--- config.mk ---
export PLATFORM = sky130hd
export DESIGN_NAME = r2q_cordic
export DESIGN_NICKNAME = d
export VERILOG_FILES = /design/src/sv/r2q_pkg.sv /design/src/sv/r2q_cordic.sv
export SDC_FILE = /design/constraint.sdc
export NUM_CORES = 2
export LEC_CHECK = 0
export BUFFER_PORTS_ARGS = -buffer_cell sky130_fd_sc_hd__buf_2
export CAP_MARGIN = 20
export CORE_MARGIN = 2
export CORE_UTILIZATION = 29
export CTS_CLUSTER_DIAMETER = 100
export CTS_CLUSTER_SIZE = 14
export DETAILED_ROUTE_END_ITERATION = 6
export PLACE_DENSITY_LB_ADDON = 0.3
export SLEW_MARGIN = 20
export SYNTH_ARGS = -nofsm -noshare
export SYNTH_HDL_FRONTEND = slang
export SYNTH_SLANG_ARGS = --single-unit
--- constraint.sdc ---
create_clock -name clk -period 19 [get_ports clk]
set_clock_uncertainty 0.1 [all_clocks]
set_input_delay 0.95 -clock clk [delete_from_list [all_inputs] [get_ports clk]]
set_output_delay 0.95 -clock clk [all_outputs]
set_load 0.05 [all_outputs]
--- src/sv/r2q_pkg.sv ---
// Shared types and constants for the resolver to quadrature encoder core.
// Holds field widths, register map, reset values and the CORDIC arctangent table.
// No dependencies.
package r2q_pkg;

    // Field widths fixed by the register map and result format
    localparam int OFS_W     = 12;
    localparam int GAIN_W    = 16;
    localparam int CPR_W     = 16;
    localparam int CAL_W     = 20;
    localparam int TOTAL_W   = CPR_W + 2;
    localparam int CAL_SHIFT = 8;

    // CORDIC datapath: calibrated value shifted up by 8, plus growth headroom
    localparam int XY_W  = 32;
    localparam int Z_W   = 34;
    localparam int TAB_W = 32;
    localparam int TAB_N = 24;

    // Configuration port
    localparam int DATA_W    = 32;
    localparam int REG_IDX_W = 3;
    localparam int ADDR_W    = REG_IDX_W + 2;

    localparam int CAL_MAX = (1 << (CAL_W - 1)) - 1;
    localparam int CAL_MIN = -(1 << (CAL_W - 1));

    localparam logic signed [GAIN_W-1:0] GAIN_ONE = GAIN_W'(1);

    // Register indexes
    localparam logic [REG_IDX_W-1:0] REG_SIN_OFS  = 3'd0;
    localparam logic [REG_IDX_W-1:0] REG_COS_OFS  = 3'd1;
    localparam logic [REG_IDX_W-1:0] REG_SIN_GAIN = 3'd2;
    localparam logic [REG_IDX_W-1:0] REG_COS_GAIN = 3'd3;
    localparam logic [REG_IDX_W-1:0] REG_CPR      = 3'd4;

    // Reset values
    localparam logic [OFS_W-1:0]         RST_OFS  = 12'd2048;
    localparam logic signed [GAIN_W-1:0] RST_GAIN = 16'sd2048;
    localparam logic [CPR_W-1:0]         RST_CPR  = 16'd500;

    // atan(2^-i) in units of 2^32 per turn
    localparam logic [TAB_W-1:0] ATAN_TAB [TAB_N] = '{
        32'h20000000, 32'h12E4051E, 32'h09FB385B, 32'h051111D4, 32'h028B0D43, 32'h0145D7E1,
        32'h00A2F61E, 32'h00517C55, 32'h0028BE53, 32'h00145F2F, 32'h000A2F98, 32'h000517CC,
        32'h00028BE6, 32'h000145F3, 32'h0000A2F9, 32'h0000517C, 32'h000028BE, 32'h0000145F,
        32'h00000A2F, 32'h00000517, 32'h0000028B, 32'h00000145, 32'h000000A2, 32'h00000051
    };

    typedef struct packed {
        logic [OFS_W-1:0]         sin_ofs;
        logic [OFS_W-1:0]         cos_ofs;
        logic signed [GAIN_W-1:0] sin_gain;
        logic signed [GAIN_W-1:0] cos_gain;
        logic [CPR_W-1:0]         cpr;
    } cfg_t;

endpackage

--- src/sv/r2q_cordic.sv ---
// Pipelined vectoring CORDIC: one register stage for the half-turn pre-rotation,
// then one stage per micro-rotation. Depends on r2q_pkg for widths and the atan table.
module r2q_cordic
    import r2q_pkg::*;
#(
    parameter int STAGES = 16,
    parameter int SIDE_W = 40
)
(
    input  logic                    clk,
    input  logic                    rst_n,
    input  logic                    in_valid,
    input  logic signed [CAL_W-1:0] in_y,
    input  logic signed [CAL_W-1:0] in_x,
    input  logic [SIDE_W-1:0]       in_side,
    output logic                    out_valid,
    output logic signed [Z_W-1:0]   out_z,
    output logic [SIDE_W-1:0]       out_side
);

    localparam logic signed [Z_W-1:0] HALF_TURN = {{(Z_W-TAB_W){1'b0}}, 32'h8000_0000};

    logic [STAGES:0]              v_reg;
    logic signed [XY_W-1:0]       x_reg    [0:STAGES];
    logic signed [XY_W-1:0]       y_reg    [0:STAGES];
    logic signed [Z_W-1:0]        z_reg    [0:STAGES];
    logic                         zero_reg [0:STAGES];
    logic [SIDE_W-1:0]            side_reg [0:STAGES];
    logic signed [XY_W-1:0]       x_next   [0:STAGES];
    logic signed [XY_W-1:0]       y_next   [0:STAGES];
    logic signed [Z_W-1:0]        z_next   [0:STAGES];
    logic signed [XY_W-1:0]       x_ext;
    logic signed [XY_W-1:0]       y_ext;

    assign x_ext = {{(XY_W-CAL_W-CAL_SHIFT){in_x[CAL_W-1]}}, in_x, {CAL_SHIFT{1'b0}}};
    assign y_ext = {{(XY_W-CAL_W-CAL_SHIFT){in_y[CAL_W-1]}}, in_y, {CAL_SHIFT{1'b0}}};

    // Pre-rotate a negative cosine by a half turn, then micro-rotate toward y = 0
    always_comb
    begin
        x_next[0] = x_ext;
        y_next[0] = y_ext;
        z_next[0] = '0;
        if (in_x[CAL_W-1])
        begin
            x_next[0] = -x_ext;
            y_next[0] = -y_ext;
            z_next[0] = in_y[CAL_W-1] ? -HALF_TURN : HALF_TURN;
        end
        for (int i = 0; i < STAGES; i++)
        begin
            if (y_reg[i] > 0)
            begin
                x_next[i+1] = x_reg[i] + (y_reg[i] >>> i);
                y_next[i+1] = y_reg[i] - (x_reg[i] >>> i);
                z_next[i+1] = z_reg[i] + signed'({{(Z_W-TAB_W){1'b0}}, ATAN_TAB[i]});
            end
            else
            begin
                x_next[i+1] = x_reg[i] - (y_reg[i] >>> i);
                y_next[i+1] = y_reg[i] + (x_reg[i] >>> i);
                z_next[i+1] = z_reg[i] - signed'({{(Z_W-TAB_W){1'b0}}, ATAN_TAB[i]});
            end
        end
    end

    // Advance valid bits
    always_ff @(posedge clk or negedge rst_n)
    begin
        if (!rst_n)
        begin
            v_reg <= '0;
        end
        else
        begin
            v_reg <= {v_reg[STAGES-1:0], in_valid};
        end
    end

    // Advance stage payload
    always_ff @(posedge clk)
    begin
        zero_reg[0] <= (in_x == '0) && (in_y == '0);
        side_reg[0] <= in_side;
        for (int i = 0; i <= STAGES; i++)
        begin
            x_reg[i] <= x_next[i];
            y_reg[i] <= y_next[i];
            z_reg[i] <= z_next[i];
        end
        for (int i = 0; i < STAGES; i++)
        begin
            zero_reg[i+1] <= zero_reg[i];
            side_reg[i+1] <= side_reg[i];
        end
    end

    // Force the angle of a zero vector to zero
    assign out_valid = v_reg[STAGES];
    assign out_z     = zero_reg[STAGES] ? '0 : z_reg[STAGES];
    assign out_side  = side_reg[STAGES];

    a_latency: assert property (@(posedge clk) disable iff (!rst_n)
        in_valid |-> ##(STAGES+1) out_valid)
        else $error("cordic word lost in pipeline");

    a_x_nonneg: assert property (@(posedge clk) disable iff (!rst_n)
        out_valid |-> !x_reg[STAGES][XY_W-1])
        else $error("cordic x went negative");

    a_zero_vec: assert property (@(posedge clk) disable iff (!rst_n)
        (out_valid && zero_reg[STAGES]) |-> (x_reg[STAGES] == '0 && y_reg[STAGES] == '0))
        else $error("zero flag set on nonzero vector");

endmodule

# [After elaboration in Yosys (flattened, before gate mapping)]
# Memories as Yosys holds them, arrays and structs flattened.
# Cells that the tools add are included.
[totals] reg_bits=17 ramBits=2363 memories=5 word_cells=175 output_inout_bits=75 inputBits=83
[op_classes] n_mux=53 reduce_logical=3 n_addsub=97 magnitude_cmp=16
[memory_table] memory="side_reg" words=17 width=40 rd=17 rd_ports_with_merged_regs=0 wr=17 line="r2q_cordic.sv:28" rtl="logic [SIDE_W-1:0] side_reg [0:STAGES];"
[memory_table] memory="z_reg" words=17 width=34 rd=17 rd_ports_with_merged_regs=0 wr=17 line="r2q_cordic.sv:26" rtl="logic signed [Z_W-1:0] z_reg [0:STAGES];"
[memory_table] memory="x_reg" words=17 width=32 rd=16 rd_ports_with_merged_regs=0 wr=17 line="r2q_cordic.sv:24" rtl="logic signed [XY_W-1:0] x_reg [0:STAGES];"
[memory_table] memory="y_reg" words=17 width=32 rd=16 rd_ports_with_merged_regs=0 wr=17 line="r2q_cordic.sv:25" rtl="logic signed [XY_W-1:0] y_reg [0:STAGES];"
[memory_table] memory="zero_reg" words=17 width=1 rd=17 rd_ports_with_merged_regs=0 wr=17 line="r2q_cordic.sv:27" rtl="logic zero_reg [0:STAGES];"
[op_table] op="$mux 32" n=34
[op_table] op="$mux 34" n=19
[op_table] op="$gt 32x1->1 const B" n=16
[op_table] op="$add 32x17->32" n=2
[op_table] op="$add 32x18->32" n=2
[op_table] op="$add 32x19->32" n=2
[op_table] op="$add 32x20->32" n=2
[op_table] op="$add 32x21->32" n=2
[op_table] op="$add 32x22->32" n=2
[op_table] op="$add 32x23->32" n=2
[op_table] op="$add 32x24->32" n=2
[op_table] op="$add 32x25->32" n=2
[op_table] op="$add 32x26->32" n=2
[op_table] op="$add 32x27->32" n=2
[op_table] op="$add 32x28->32" n=2
[op_table] op="$add 32x29->32" n=2
[op_table] op="$add 32x30->32" n=2
[op_table] op="$add 32x31->32" n=2
[op_table] op="$neg 28->32" n=2
[op_table] op="$sub 32x17->32" n=2
[op_table] op="$sub 32x18->32" n=2
[op_table] op="$sub 32x19->32" n=2
[op_table] op="$sub 32x20->32" n=2
[op_table] op="$sub 32x21->32" n=2
[op_table] op="46 further kinds" n=58

# [Depth between registers and ports, before layout]
# An unclocked memory read counts as a cell.
[depth] depth_word=3 mapped_depth=26 mapped_depth_nobuf=24

# [Worst setup path after synthesis]
# Ideal clock, no wire load.
[synth_path] kind="reg2reg" start="mem y_reg[11][14], in the netlist y_reg[0][366]" end="mem x_reg[12][31], in the netlist x_reg[0][415]" n_path_buf=2 stages_incl_launch_ff=25 setup_time_ps=120 path_slack_ps=13006 t_arrival_ps=5774 period_less_slack_ps=5994 path_cell_list="dfxtp_1 nor2_1 nor4b_1 and4bb_2 nand3b_1 nor2_1 nand4_1 nor2b_1 inv_1 buf_2 buf_1 nor2_1 xnor2_1 ha_1 o21a_1 o31a_1 o211ai_1 o21ai_0 nand3_1 a31oi_1 a41o_1 o211a_1 a2111oi_0 a21oi_1 xnor2_1"
[synth_rtl] element="start: declaration" line="r2q_cordic.sv:25"
[synth_rtl] element="end: declaration" line="r2q_cordic.sv:24"

==> metrics <==
status completed; Mapped Area 0.117 mm²; first-pass GRT wire length 469000 µm; RSZ-0062 raised after global routing no; slowest stage delay, CP 0.98 ns; mean post-synth cell area 9.03 µm²; period utilization 0.397; Seq cells post-synth 2102; Worst-Margin Slew 1.34 ns; H-tree Lvls 4; DR iter-0 viols 5065; depth of the most critical reg-to-reg path 24; Synth cell types between 90 and 100; setup TNS 0 ns; die area between 0.4 and 0.5 mm²; critical path required time between 15 and 20 ns; Total Nets Final 14600; IO buf count 156; Final Hold Viols 0; drt via density 4.80; worst path arrival time 8.20 ns; detailed-route wire length 295000 µm; TritonCTS Buffers 183; GPL Wtd Cong 0.925; crit path launch type register; initial antenna violation count 2; Antenna Violating Nets Remaining 0; slowest cell on the critical path o41ai_1; later-pin clock latency in the skew report 0.95 ns; layout cells sized above 1 0.0440; CP startpoint y_reg[0][233]; crit path max fanout 22; Max Freq 132 MHz; row cnt between 200 and 250; Core Box Area 0.402 mm²; Clock Tree Buf Depth 4; post_cts resized 0; mux contribution to synthesized area 0.00305; area delta synth->final 10.6%; Clock Sinks 2102; DR pass1 iterations 6; die width 639 µm; register-to-register setup slack 11.45 ns; vias in the first global route 86000; crit path cell chain nor2_1 > nor4b_1 > and2_1 > nand2_1 > nor4_1 > and2_1 > and3_1 > a31oi_4 > inv_1 > buf_4 > nor2_1 > xor2_1 > ha_1 > o21ai_0 > o21ai_0 > a31oi_1 > o41ai_1 > a31o_2 > a211oi_1 > o41ai_1 > a21oi_1 > o21bai_1 > a21oi_1 > xnor2_1; warnings from Yosys 0; DP HPWL 237000 µm; die height ~640 µm; post-synthesis adder-cell area fraction 0.147; Max Slew Vio Count 0; Syn Inst Count 13000; Critical Path Sink y_reg[0][287]; EDFF count, synth 0; CP Class reg -> reg; All-Layer GR Usage 0.139; Initial Util 0.291; RR Endpoint y_reg[0][287]; Primary FF master, synth dfxtp_1; wire per inst 15.9 µm; post-synthesis sequential area ratio 0.360; CTS tree yes; clk root buf clkbuf_16; minimum clock period 7.55 ns; Largest register FFs 680; Post-Synth XOR/XNOR Area 0.128; largest net degree at the start of global routing 51; GRT overflow 0; Synth Area in Simple Gates 0.141; largest family of logic cells by synthesized area compound AO/OA/AOI/OAI gates; Ports about 160; Max-cap violations 0; Worst-path clk slew 0.06 ns; FILL cells 42000; DRC Markers 0; Worst slew margin 0.0998; worst hold-check path type in -> reg; Vias just under 90000; async set or reset register ratio after synthesis 0.00809; Setup crit end kind register; Compound-Gate Fraction of Synth Area 0.193; Final Setup Violations 0; RR Startpoint y_reg[0][233]
## layout make-up
type | instances | area, µm² | share of cell area
Timing Repair Buffer | 241 | 1520 | 0.0117
Tap cell | 5287 | 6620 | 0.0511
Clock buffer | 196 | 4710 | 0.0364
Inverter | 598 | 2240 | 0.0173
Antenna cell | 3 | 7.51 | 0.0000580
Multi-Input combinational cell | 10100 | 71800 | 0.555
Sequential cell | 2102 | 42200 | 0.326
Clock inverter | 31 | 413 | 0.00319
## cells in the mapped netlist, drive strengths merged, types with 189 or more instances
cell,instances,share of area
inv,596,0.019
a21o,539,0.035
xor2,510,0.038
xnor2,1207,0.090
nor3,312,0.013
ha,1317,0.14
nand3,241,0.010
dfxtp,2085,0.36
a21oi,1141,0.049
o21ai,733,0.031
nor2,1003,0.032
nand2,726,0.023
nor2b,189,0.010
## layer usage
| metal | share of wire | GRT usage | up-vias |
|---|---|---|---|
| met2 | 0.49 | 0.251 | 1338 |
| met3 | 0.031 | 0.0171 | 509 |
| met5 | 0 | 0 | - |
| met4 | 0.046 | 0.0586 | 0 |
| met1 | 0.44 | 0.166 | 40600 |
| li1 | - | - | 46500 |
## critical path, delay by kind of cell, from the launching register on
| family | cells | cell delay, ns |
|---|---|---|
| flops | 1 | 0.36 |
| fa+ha+maj | 1 | 0.35 |
| compound gates | 11 | 3.08 |
| buf+inv | 2 | 1.02 |
| xor+xnor | 2 | 0.27 |
| simple gates | 8 | 2.25 |
## metrics by stage
step           worst slack [ns]  cells   util  hold slack (ns)  area (µm²)
6_report                  11.45  18500  0.322            0.102      130000
5_1_grt                   10.77  18500  0.322           0.0170      130000
4_1_cts                   11.44  18500  0.322          0.00122      130000
3_5_place_dp              11.50  18300  0.308            0.212      124000
3_3_place_gp              11.51  18300  0.308            0.210      124000
2_1_floorplan             13.01  13000      -            0.210      117000
## worst min-delay path by stage
stage	start	endpoint	depth (start not counted)	slack, ns
2_1_floorplan	side_reg[0][60]	side_reg[0][100]	0	0.21
3_3_place_gp	side_reg[0][388]	side_reg[0][428]	0	0.21
3_5_place_dp	side_reg[0][73]	side_reg[0][113]	0	0.21
4_1_cts	in_y[4]	y_reg[0][12]	2	0.001
5_1_grt	in_side[31]	side_reg[0][31]	1	0.02
6_report	in_side[19]	side_reg[0][19]	1	0.10
## cells by family after synthesis
group / Yosys count
other: 1
buffers and inverters: 806
AOI/OAI and AO/OA: 3576
and+or+nand+nor: 3385
adders and majority gates: 1352
DFF: 2102
muxes: 34
xor gates and xnor gates: 1717
## layout by cell type (no fill, tap or decap), types with 36 or more instances in the layout
master	instances
a211o_1	36
a211oi_1	83
a21boi_0	45
a21o_1	539
a21oi_1	1138
a31oi_1	87
and2_1	66
and3_1	107
buf_2	156
buf_4	46
clkbuf_16	184
dfxtp_1	2085
dlygate4sd3_1	39
ha_1	1317
inv_1	593
nand2_1	725
nand2b_1	186
nand3_1	241
nand4_1	90
nor2_1	992
nor2b_1	187
nor3_1	311
nor4_1	114
o211ai_1	59
o21a_1	172
o21ai_0	725
o21bai_1	154
o31ai_1	173
o41ai_1	63
or2_2	59
or3_1	129
or4_1	50
xnor2_1	1207
xor2_1	510
## repair_timing
item                      in CTS  in global routing
hold buffers                  39                  0
buffers inserted               0                  0
hold endpoints to repair      55                  0
Power is left out: the tool's default activity adds up to more than one toggle a clock period on the data nets, which glitch-free logic cannot reach.
