$ cat config.mk
export PLATFORM = sky130hd
export DESIGN_NAME = r2q_regs
export DESIGN_NICKNAME = d
export VERILOG_FILES = /design/src/sv/r2q_pkg.sv /design/src/sv/r2q_regs.sv
export SDC_FILE = /design/constraint.sdc
export NUM_CORES = 1
export LEC_CHECK = 0
export BUFFER_PORTS_ARGS = -buffer_cell sky130_fd_sc_hd__buf_2
export CAP_MARGIN = 5
export CORE_MARGIN = 2
export CORE_UTILIZATION = 43
export CTS_CLUSTER_SIZE = 30
export DETAILED_ROUTE_END_ITERATION = 8
export GPL_TIMING_DRIVEN = 0
export PLACE_DENSITY = 0.74
export SYNTH_ARGS = -nofsm -noshare
export SYNTH_HDL_FRONTEND = slang
export SYNTH_SLANG_ARGS = --single-unit
$ cat constraint.sdc
create_clock -name clk -period 1.3 [get_ports clk]
set_clock_uncertainty 0.05 [all_clocks]
set_input_delay 0.13 -clock clk [delete_from_list [all_inputs] [get_ports clk]]
set_output_delay 0.13 -clock clk [all_outputs]
set_load 0.05 [all_outputs]
$ cat src/sv/r2q_pkg.sv
// Shared types and constants for the resolver to quadrature encoder core.
// Holds field widths, register map, reset values and the CORDIC arctangent table.
// No dependencies.
package r2q_pkg;

    // Field widths fixed by the register map and result format
    localparam int OFS_W     = 12;
    localparam int GAIN_W    = 16;
    localparam int CPR_W     = 16;
    localparam int CAL_W     = 20;
    localparam int TOTAL_W   = CPR_W + 2;
    localparam int CAL_SHIFT = 8;

    // CORDIC datapath: calibrated value shifted up by 8, plus growth headroom
    localparam int XY_W  = 32;
    localparam int Z_W   = 34;
    localparam int TAB_W = 32;
    localparam int TAB_N = 24;

    // Configuration port
    localparam int DATA_W    = 32;
    localparam int REG_IDX_W = 3;
    localparam int ADDR_W    = REG_IDX_W + 2;

    localparam int CAL_MAX = (1 << (CAL_W - 1)) - 1;
    localparam int CAL_MIN = -(1 << (CAL_W - 1));

    localparam logic signed [GAIN_W-1:0] GAIN_ONE = GAIN_W'(1);

    // Register indexes
    localparam logic [REG_IDX_W-1:0] REG_SIN_OFS  = 3'd0;
    localparam logic [REG_IDX_W-1:0] REG_COS_OFS  = 3'd1;
    localparam logic [REG_IDX_W-1:0] REG_SIN_GAIN = 3'd2;
    localparam logic [REG_IDX_W-1:0] REG_COS_GAIN = 3'd3;
    localparam logic [REG_IDX_W-1:0] REG_CPR      = 3'd4;

    // Reset values
    localparam logic [OFS_W-1:0]         RST_OFS  = 12'd2048;
    localparam logic signed [GAIN_W-1:0] RST_GAIN = 16'sd2048;
    localparam logic [CPR_W-1:0]         RST_CPR  = 16'd500;

    // atan(2^-i) in units of 2^32 per turn
    localparam logic [TAB_W-1:0] ATAN_TAB [TAB_N] = '{
        32'h20000000, 32'h12E4051E, 32'h09FB385B, 32'h051111D4, 32'h028B0D43, 32'h0145D7E1,
        32'h00A2F61E, 32'h00517C55, 32'h0028BE53, 32'h00145F2F, 32'h000A2F98, 32'h000517CC,
        32'h00028BE6, 32'h000145F3, 32'h0000A2F9, 32'h0000517C, 32'h000028BE, 32'h0000145F,
        32'h00000A2F, 32'h00000517, 32'h0000028B, 32'h00000145, 32'h000000A2, 32'h00000051
    };

    typedef struct packed {
        logic [OFS_W-1:0]         sin_ofs;
        logic [OFS_W-1:0]         cos_ofs;
        logic signed [GAIN_W-1:0] sin_gain;
        logic signed [GAIN_W-1:0] cos_gain;
        logic [CPR_W-1:0]         cpr;
    } cfg_t;

endpackage

$ cat src/sv/r2q_regs.sv
// Configuration register file with an APB-style slave port.
// Depends on r2q_pkg for the register map, widths and reset values.
module r2q_regs
    import r2q_pkg::*;
(
    input  logic              clk,
    input  logic              rst_n,
    input  logic              psel,
    input  logic              penable,
    input  logic              pwrite,
    input  logic [ADDR_W-1:0] paddr,
    input  logic [DATA_W-1:0] pwdata,
    output logic [DATA_W-1:0] prdata,
    output logic              pready,
    output cfg_t              cfg
);

    cfg_t                 cfg_reg;
    cfg_t                 cfg_next;
    logic [REG_IDX_W-1:0] idx;
    logic                 wr_en;

    assign idx    = paddr[ADDR_W-1:2];
    assign wr_en  = psel && penable && pwrite;
    assign pready = 1'b1;
    assign cfg    = cfg_reg;

    // Decode a write word into the addressed register
    always_comb
    begin
        cfg_next = cfg_reg;
        if (wr_en)
        begin
            unique case (idx)
                REG_SIN_OFS:  cfg_next.sin_ofs  = pwdata[OFS_W-1:0];
                REG_COS_OFS:  cfg_next.cos_ofs  = pwdata[OFS_W-1:0];
                REG_SIN_GAIN: cfg_next.sin_gain = signed'(pwdata[GAIN_W-1:0]);
                REG_COS_GAIN: cfg_next.cos_gain = signed'(pwdata[GAIN_W-1:0]);
                REG_CPR:      cfg_next.cpr      = pwdata[CPR_W-1:0];
                default:      cfg_next = cfg_reg;
            endcase
        end
    end

    // Hold registers, load reset values
    always_ff @(posedge clk or negedge rst_n)
    begin
        if (!rst_n)
        begin
            cfg_reg.sin_ofs  <= RST_OFS;
            cfg_reg.cos_ofs  <= RST_OFS;
            cfg_reg.sin_gain <= RST_GAIN;
            cfg_reg.cos_gain <= RST_GAIN;
            cfg_reg.cpr      <= RST_CPR;
        end
        else
        begin
            cfg_reg <= cfg_next;
        end
    end

    // Return the addressed register, gains sign-extended
    always_comb
    begin
        unique case (idx)
            REG_SIN_OFS:  prdata = {{(DATA_W-OFS_W){1'b0}}, cfg_reg.sin_ofs};
            REG_COS_OFS:  prdata = {{(DATA_W-OFS_W){1'b0}}, cfg_reg.cos_ofs};
            REG_SIN_GAIN: prdata = {{(DATA_W-GAIN_W){cfg_reg.sin_gain[GAIN_W-1]}},
                                    cfg_reg.sin_gain};
            REG_COS_GAIN: prdata = {{(DATA_W-GAIN_W){cfg_reg.cos_gain[GAIN_W-1]}},
                                    cfg_reg.cos_gain};
            REG_CPR:      prdata = {{(DATA_W-CPR_W){1'b0}}, cfg_reg.cpr};
            default:      prdata = '0;
        endcase
    end

endmodule

Yosys cells after proc, flatten, opt, wreduce, memory -nomap -nowiden
Index checks and enable logic that the tools add are counted.

Flip-flop bits (word level): 72. Logic and storage cells: 18. Output and inout port bits: 105.

Equality and inequality tests: 4. Mux-type cells: 1. Reduce and logical (&&, ||, !) cells: 8.

Operator list (count): one-hot mux 32 bit (5 select lines) (1); AND reduction 2 bit (5); equality test 3 x 2 -> 1 bit (second input constant) (2); equality test 3 x 1 -> 1 bit (second input constant) (1); equality test 3 bit (second input constant) (1); logical NOT 3 bit (1); logical AND 1 bit (2).

Longest topological paths before layout
Gate-level depths: netlist (run 1).

Depth in word-level cells: 3. Mapped depth: 5. Mapped depth without buffers: 3.

Worst setup path before layout (run 1)
Ideal clock, no wire load.

Kind: register to output. From: register cfg_reg, in the netlist cfg[31]. To: output port prdata[15]. Cell stages (with the launch flop): 4. Path buffers: 0. Arrival time: 2.348 ns. Slack: -1.228 ns. Data required time: 1.120 ns. Path through: dfrtp_1 > mux2i_1 > nor2_1 > a31o_2.

Word-level cells in the longest chain between the ends: 1.

RTL lines: start: declaration (line r2q_regs.sv:18) `cfg_t cfg_reg;`; start signal: assignment (line r2q_regs.sv:58) `cfg_reg <= cfg_next;`; one-hot mux 32 bit (5 select lines) (line r2q_regs.sv:65) `unique case (idx)`; end: declaration (line r2q_regs.sv:13) `output logic [DATA_W-1:0] prdata,`.

No other way between the ends.

Worst setup path in the final report (run 1)
From: register cfg_reg, in the netlist cfg[47]. To: output port prdata[15].

The elaborated chain is that of the path after synthesis.

==> results of run 1 <==
## what timing repair did
item,4_1_cts,5_1_grt
gates cloned,1,1
setup buffers,23,6
endpoints found under the setup margin,79,83
hold buffers,4,0
endpoints found under the hold margin,68,0
gates resized for setup,124,33
pin swaps,9,5
## placed cells by master, fill, tap and decap left out, types with 2 or more instances in the layout
cell and n:
dlygate4sd3_1 4, bufinv_16 3, nor3b_4 2, nand2_1 2, mux2_2 69, o2bb2ai_4 3, mux2_4 13, a221o_2 10
nor2_1 11, a22oi_2 3, buf_8 21, nor2_4 4, dfstp_2 10, mux2i_1 12, buf_2 78, clkbuf_8 12
nor2b_4 2, nor2_2 2, buf_4 45, and3_1 2, dfrtp_2 28, buf_12 2, dfrtp_1 34, buf_6 35
## cells by family (layout without fill, tap and decap cells)
group	after synthesis	after routing
AO/OA/AOI/OAI	22	22
other	1	1
AND/OR/NAND/NOR	28	30
multiplexers	96	96
flip-flops	72	72
buffers and inverters	30	203
## path summary, 6_finish.rpt
path,from,endpoint,slack [ps]
setup / recovery,cfg[47],prdata[15],-430
hold / removal,pwdata[12],cfg[44],20
setup reg to reg,cfg[68],cfg[68],240
hold reg to reg,cfg[3],cfg[3],480
max in group asynchronous,rst_n,cfg[65],380
min in group asynchronous,rst_n,cfg[51],320
## area by class of cell
cell class / count / share of cell area, %
Multi-Input combinational cell: 149 / 30.9
Tap cell: 102 / 2.34
Timing Repair Buffer: 157 / 22.3
Clock buffer: 12 / 3.03
Buffer: 30 / 5.68
Clock inverter: 4 / 1.81
Sequential cell: 72 / 33.9
## metrics by stage
step / cells / setup slack, ps / hold slack (ps) / power [mW]
after floorplan: 249 / -324 / -216 / 5.88
after global placement: 478 / -634 / 335 / 6.66
after detailed placement: 478 / -645 / 270 / 6.72
after CTS: 520 / -425 / 7.59 / 9.52
after global routing: 526 / -483 / 7.65 / 9.97
final: 526 / -435 / 22.2 / 9.61
## per-layer routing
layer / global-route usage [%] / vias up / wire length, um
met2: 38.9 / 116 / 5120
met4: 8.33 / 0 / 97
met5: 0 / - / 0
met3: 7.54 / 10 / 801
met1: 30.5 / 1420 / 4480
li1: - / 1237 / -
## power groups by stage
stage / Sequential (mW) / Combinational, mW / Clock, mW
6_report: 3.11 / 4.23 / 2.28
5_1_grt: 3.16 / 4.39 / 2.42
4_1_cts: 3.08 / 4.12 / 2.31
3_5_place_dp: 3.14 / 3.59 / 0
3_3_place_gp: 3.12 / 3.55 / 0
2_1_floorplan: 4.66 / 1.21 / 0
==> impl_metrics.json, run 1 <==
{
  "status": "complete, but fails checks",
  "violations": "negative setup slack",
  "arrival_ps": 1550,
  "min_path_cells": 2,
  "via_per_inst": 5.29,
  "grt_max_degree": 73,
  "hold_class": "in2reg",
  "ys_top_cells_by_count": "mux2_2 (82), dfrtp_1 (62), buf_4 (20), nor2_1 (14), mux2i_1 (13)",
  "fillerInstances": 549,
  "rows": 32,
  "maxCapViolations": 0,
  "grt_usage_pct": 24.0,
  "numClockSinks": 72,
  "worst_slew_pin_slew_ps": 662,
  "synthXorXnorAreaFrac_pct": 0,
  "htreeDepth": 3,
  "ant_nets": 0,
  "pwr-share-comb_pct": 44.0,
  "ys_warn_count": 0,
  "synth_adder_area_share_pct": 0,
  "clock.fmax_mhz": 576,
  "postSynthCellCount": 249,
  "critPathKind": "reg2out",
  "io_pins": 147,
  "n_antenna_cell": 0,
  "crit_family": "flip-flops",
  "vias": 2783,
  "rr_worst_depth": 3,
  "synth_simple_gate_area_share_pct": 5.09,
  "critPathMaxFanout": 5,
  "placed_area_um2": 4430,
  "multi_input_area_um2": 1690,
  "root_buffer": "clkbuf_8",
  "cpPeakStageDelay_ps": 440,
  "dp_hpwl_um": 6320,
  "vdd_ir_drop_max_mv": 1.12,
  "max_slew_margin_pct": 55.9,
  "finalSetupTns_ps": -10930,
  "avgSynthCellArea_um2": 13.9,
  "largest_register_ffs": 72,
  "synth_nets": 291,
  "wire_per_inst_um": 20.0,
  "drt_first_pass_iters": 6,
  "clkPwrFrac_pct": 23.7,
  "clock_path_buffers": 2,
  "grt_pass1_wl_um": 15800,
  "cp_num_buf_inv": 1,
  "synth_top_family_by_area": "multiplexers",
  "numCtsBuffers": 9,
  "grt-ovfl-total": 0,
  "power_frac_seq_pct": 32.3,
  "ys_seq_area_share_pct": 52.4,
  "p_per_area_nw_per_um2": 1760,
  "initial_core_util_pct": 44.6,
  "yosysUniqueCellTypes": 30,
  "fin_crit_ps": 1730,
  "hold_viol": 0,
  "synth_mux_area_share_pct": 30.7,
  "p_switching_mw": 3.94,
  "synth.area.top_cells": "dfrtp_1 (45%), mux2_2 (27%), dfstp_2 (7.6%), buf_4 (4.3%), mux2i_1 (3.8%)",
  "portBuffers": 127,
  "synth_flop_cell": "dfrtp_1",
  "synth_top_area_share_pct": 44.8,
  "maxSlewViolCount": 0,
  "die-area_um2": 8790,
  "setup_viol": 34,
  "fin_util_pct": 70.3,
  "clkLatencyLatePin_ps": 340,
  "final_layout_size_suffix_gt1_share_pct": 83.5,
  "drc": 0,
  "die_w_um": 93.7,
  "drtIter0Drc": 52,
  "p_leak_nw": 2.64,
  "cp_slowest_cell": "dfrtp_2",
  "yosysTopAreaCell": "dfrtp_1",
  "yosysMostFrequentCell": "mux2_2",
  "core_um2": 7770,
  "place.gp.congestion": 0.795,
  "grt_pass1_vias": 2963,
  "drt_wl_total_um": 10500,
  "regArea_um2": 1850,
  "end_kind": "output port",
  "switching_share_pct": 40.9,
  "p_int_mw": 5.68,
  "tritoncts": "built",
  "grt_antenna_before_repair": 0,
  "area_delta_synth_final_pct": 57.6,
  "critPathLaunchType": "flop",
  "fin_area_um2": 5460,
  "worst-path-stages": 4,
  "synth_compound_area_share_pct": 5.60,
  "path_cells": "mux2i_4 -> nor2_4 -> a31o_4 -> buf_8",
  "die_h_um": 93.7,
  "rsz0062_at_grt": "true",
  "synth_edf_count": 0,
  "synthArstFlopShare_pct": 100,
  "syn_area_um2": 3460,
  "ys_ff_latch": 72,
  "clkTransAtPathRegs_ps": 80,
  "final_nets": 461,
  "final.period_utilization_pct": 133,
  "layout_setup_ws_ps": -435,
  "crit_required_ps": 1120
}
Note: power is estimated with default switching activity, not from simulation.
==> inputs of run 2 (changes only) <==
--- a/config.mk
+++ b/config.mk
@@ -9,9 +9,11 @@
 export CAP_MARGIN = 5
 export CORE_MARGIN = 2
 export CORE_UTILIZATION = 43
+export CTS_CLUSTER_DIAMETER = 200
 export CTS_CLUSTER_SIZE = 30
 export DETAILED_ROUTE_END_ITERATION = 8
 export GPL_TIMING_DRIVEN = 0
+export HOLD_SLACK_MARGIN = 0.05
 export PLACE_DENSITY = 0.74
 export SYNTH_ARGS = -nofsm -noshare
 export SYNTH_HDL_FRONTEND = slang
==> constraint.sdc (replaced) <==
create_clock -name clk -period 1.3 [get_ports clk]
set_clock_uncertainty 0.05 [all_clocks]
set_input_delay 0.065 -clock clk [delete_from_list [all_inputs] [get_ports clk]]
set_output_delay 0.065 -clock clk [all_outputs]
set_load 0.05 [all_outputs]
==> run 2 against run 1 <==
  * The run still ends with negative setup slack left
  * Flip-flop and latch count did not move
  * Fmax rose by 5.3%
  * First-iteration DRC count did not move
  * Clock power fell by 3%
  * Global-route usage fell by 1.1 points
  * Clock-buffer cell count fell by 1
  * Worst hold slack improved by 210 ps
  * Register-to-register slack improved by 90 ps
  * Critical path depth fell by 1
  * Critical path type unchanged
==> impl_metrics.json, run 2 (synthesis gave the netlist of run 1 again) <==
{
  "status": "complete, but fails checks",
  "violations": "negative setup slack",
  "htreeDepth": 3,
  "place.gp.congestion": 0.732,
  "cpPeakStageDelay_ps": 410,
  "crit_family": "flip-flops",
  "tritoncts": "built",
  "clkTransAtPathRegs_ps": 80,
  "wire_per_inst_um": 18.6,
  "final_common_cell": "buf_2",
  "maxCapViolations": 0,
  "p_leak_nw": 2.65,
  "die-area_um2": 8790,
  "n_antenna_cell": 0,
  "final_nets": 471,
  "finalPower_mw": 9.45,
  "layout_common_cells": "buf_2 (88), mux2_2 (80), dfrtp_1 (39)",
  "critPathMaxFanout": 3,
  "maxSlewViolCount": 0,
  "clock_path_buffers": 2,
  "rr_worst_depth": 2,
  "drtIter0Drc": 52,
  "grt_max_degree": 73,
  "rsz0062_at_grt": "true",
  "vdd_ir_drop_max_mv": 1.08,
  "reg2reg_slack_ps": 330,
  "layout_setup_ws_ps": -348,
  "grt-ovfl-total": 0,
  "critPathLaunchType": "flop",
  "cp_num_buf_inv": 1,
  "portBuffers": 127,
  "area_delta_synth_final_pct": 58.4,
  "dp.cells": 478,
  "end_kind": "output port",
  "fin_cells": 536,
  "vias": 2738,
  "fin_area_um2": 5490,
  "path_cells": "mux2_2 -> a221o_2 -> buf_6",
  "via_per_inst": 5.11,
  "initial_core_util_pct": 44.6,
  "clock.fmax_mhz": 607,
  "hold_class": "in2async",
  "max_slew_margin_pct": 47.1,
  "grt_pass1_wl_um": 15000,
  "rows": 32,
  "reg2reg_from": "cfg[46]",
  "largest_register_ffs": 72,
  "fin_crit_ps": 1650,
  "numCtsBuffers": 9,
  "dp_hpwl_um": 6070,
  "io_pins": 147,
  "grt_usage_pct": 22.9,
  "drt_first_pass_iters": 4,
  "die_h_um": 93.7,
  "drt_wl_total_um": 9950,
  "setup_viol": 31,
  "arrival_ps": 1530,
  "root_buffer": "clkbuf_8",
  "fin_util_pct": 70.6,
  "numClockSinks": 72,
  "final_layout_size_suffix_gt1_share_pct": 79.7,
  "drc": 0,
  "worst_r2r_endpoint": "cfg[46]",
  "grt_antenna_before_repair": 0,
  "die_w_um": 93.7,
  "p_per_area_nw_per_um2": 1720,
  "clkLatencyLatePin_ps": 340,
  "hold_viol": 0,
  "cp_slowest_cell": "dfrtp_2",
  "finalSetupTns_ps": -8060,
  "final.period_utilization_pct": 127,
  "worst-path-stages": 3,
  "crit_required_ps": 1190,
  "grt_pass1_vias": 2753,
  "critPathKind": "reg2out",
  "placed_area_um2": 4370,
  "worst_slew_pin_slew_ps": 793,
  "core_um2": 7770,
  "ant_nets": 0
}
run 2: power by group:
part	leakage [nW]	internal (mW)	total [mW]	switching (mW)
logic	1.65	1.43	4.15	2.72
clock network	0.126	1.38	2.22	0.842
registers	0.867	2.75	3.08	0.336
run 2: stage by stage:
stage | hold slack, ps | setup slack, ps
finish | 237 | -348
global route | 246 | -391
CTS | 232 | -363
detailed placement | 199 | -554
global placement | 264 | -586
floorplan | -281 | -259
run 2: repair_timing:
action,CTS,global route
setup endpoints to repair,41,64
resized for setup,92,45
endpoints found under the hold margin,134,0
pin swaps,11,4
hold buffers,17,0
setup buffers,21,3
gates cloned,0,1
run 2: final cells by class:
class | count | area [um^2]
fill | 562 | 2280
clock buffer | 11 | 151
timing repair buffer | 169 | 1350
clock inverter | 5 | 103
buffer | 30 | 295
sequential | 72 | 1840
multi-input combinational | 147 | 1620
tap | 102 | 128
run 2: worst max-delay path by stage:
stage	startpoint	end	slack, ps
floorplan	cfg[47]	prdata[18]	-260
global placement	paddr[4]	prdata[3]	-590
detailed placement	paddr[4]	prdata[2]	-550
CTS	cfg[67]	prdata[7]	-360
global route	cfg[66]	prdata[6]	-390
finish	cfg[67]	prdata[7]	-350
run 2: per-layer routing:
| metal | up-vias | track usage [%] | routed length [um] |
|---|---|---|---|
| met5 | - | 0 | 0 |
| met4 | 0 | 7.13 | 71 |
| met3 | 7 | 5.70 | 703 |
| met2 | 106 | 36.7 | 4810 |
| met1 | 1375 | 30.7 | 4360 |
| li1 | 1250 | - | - |
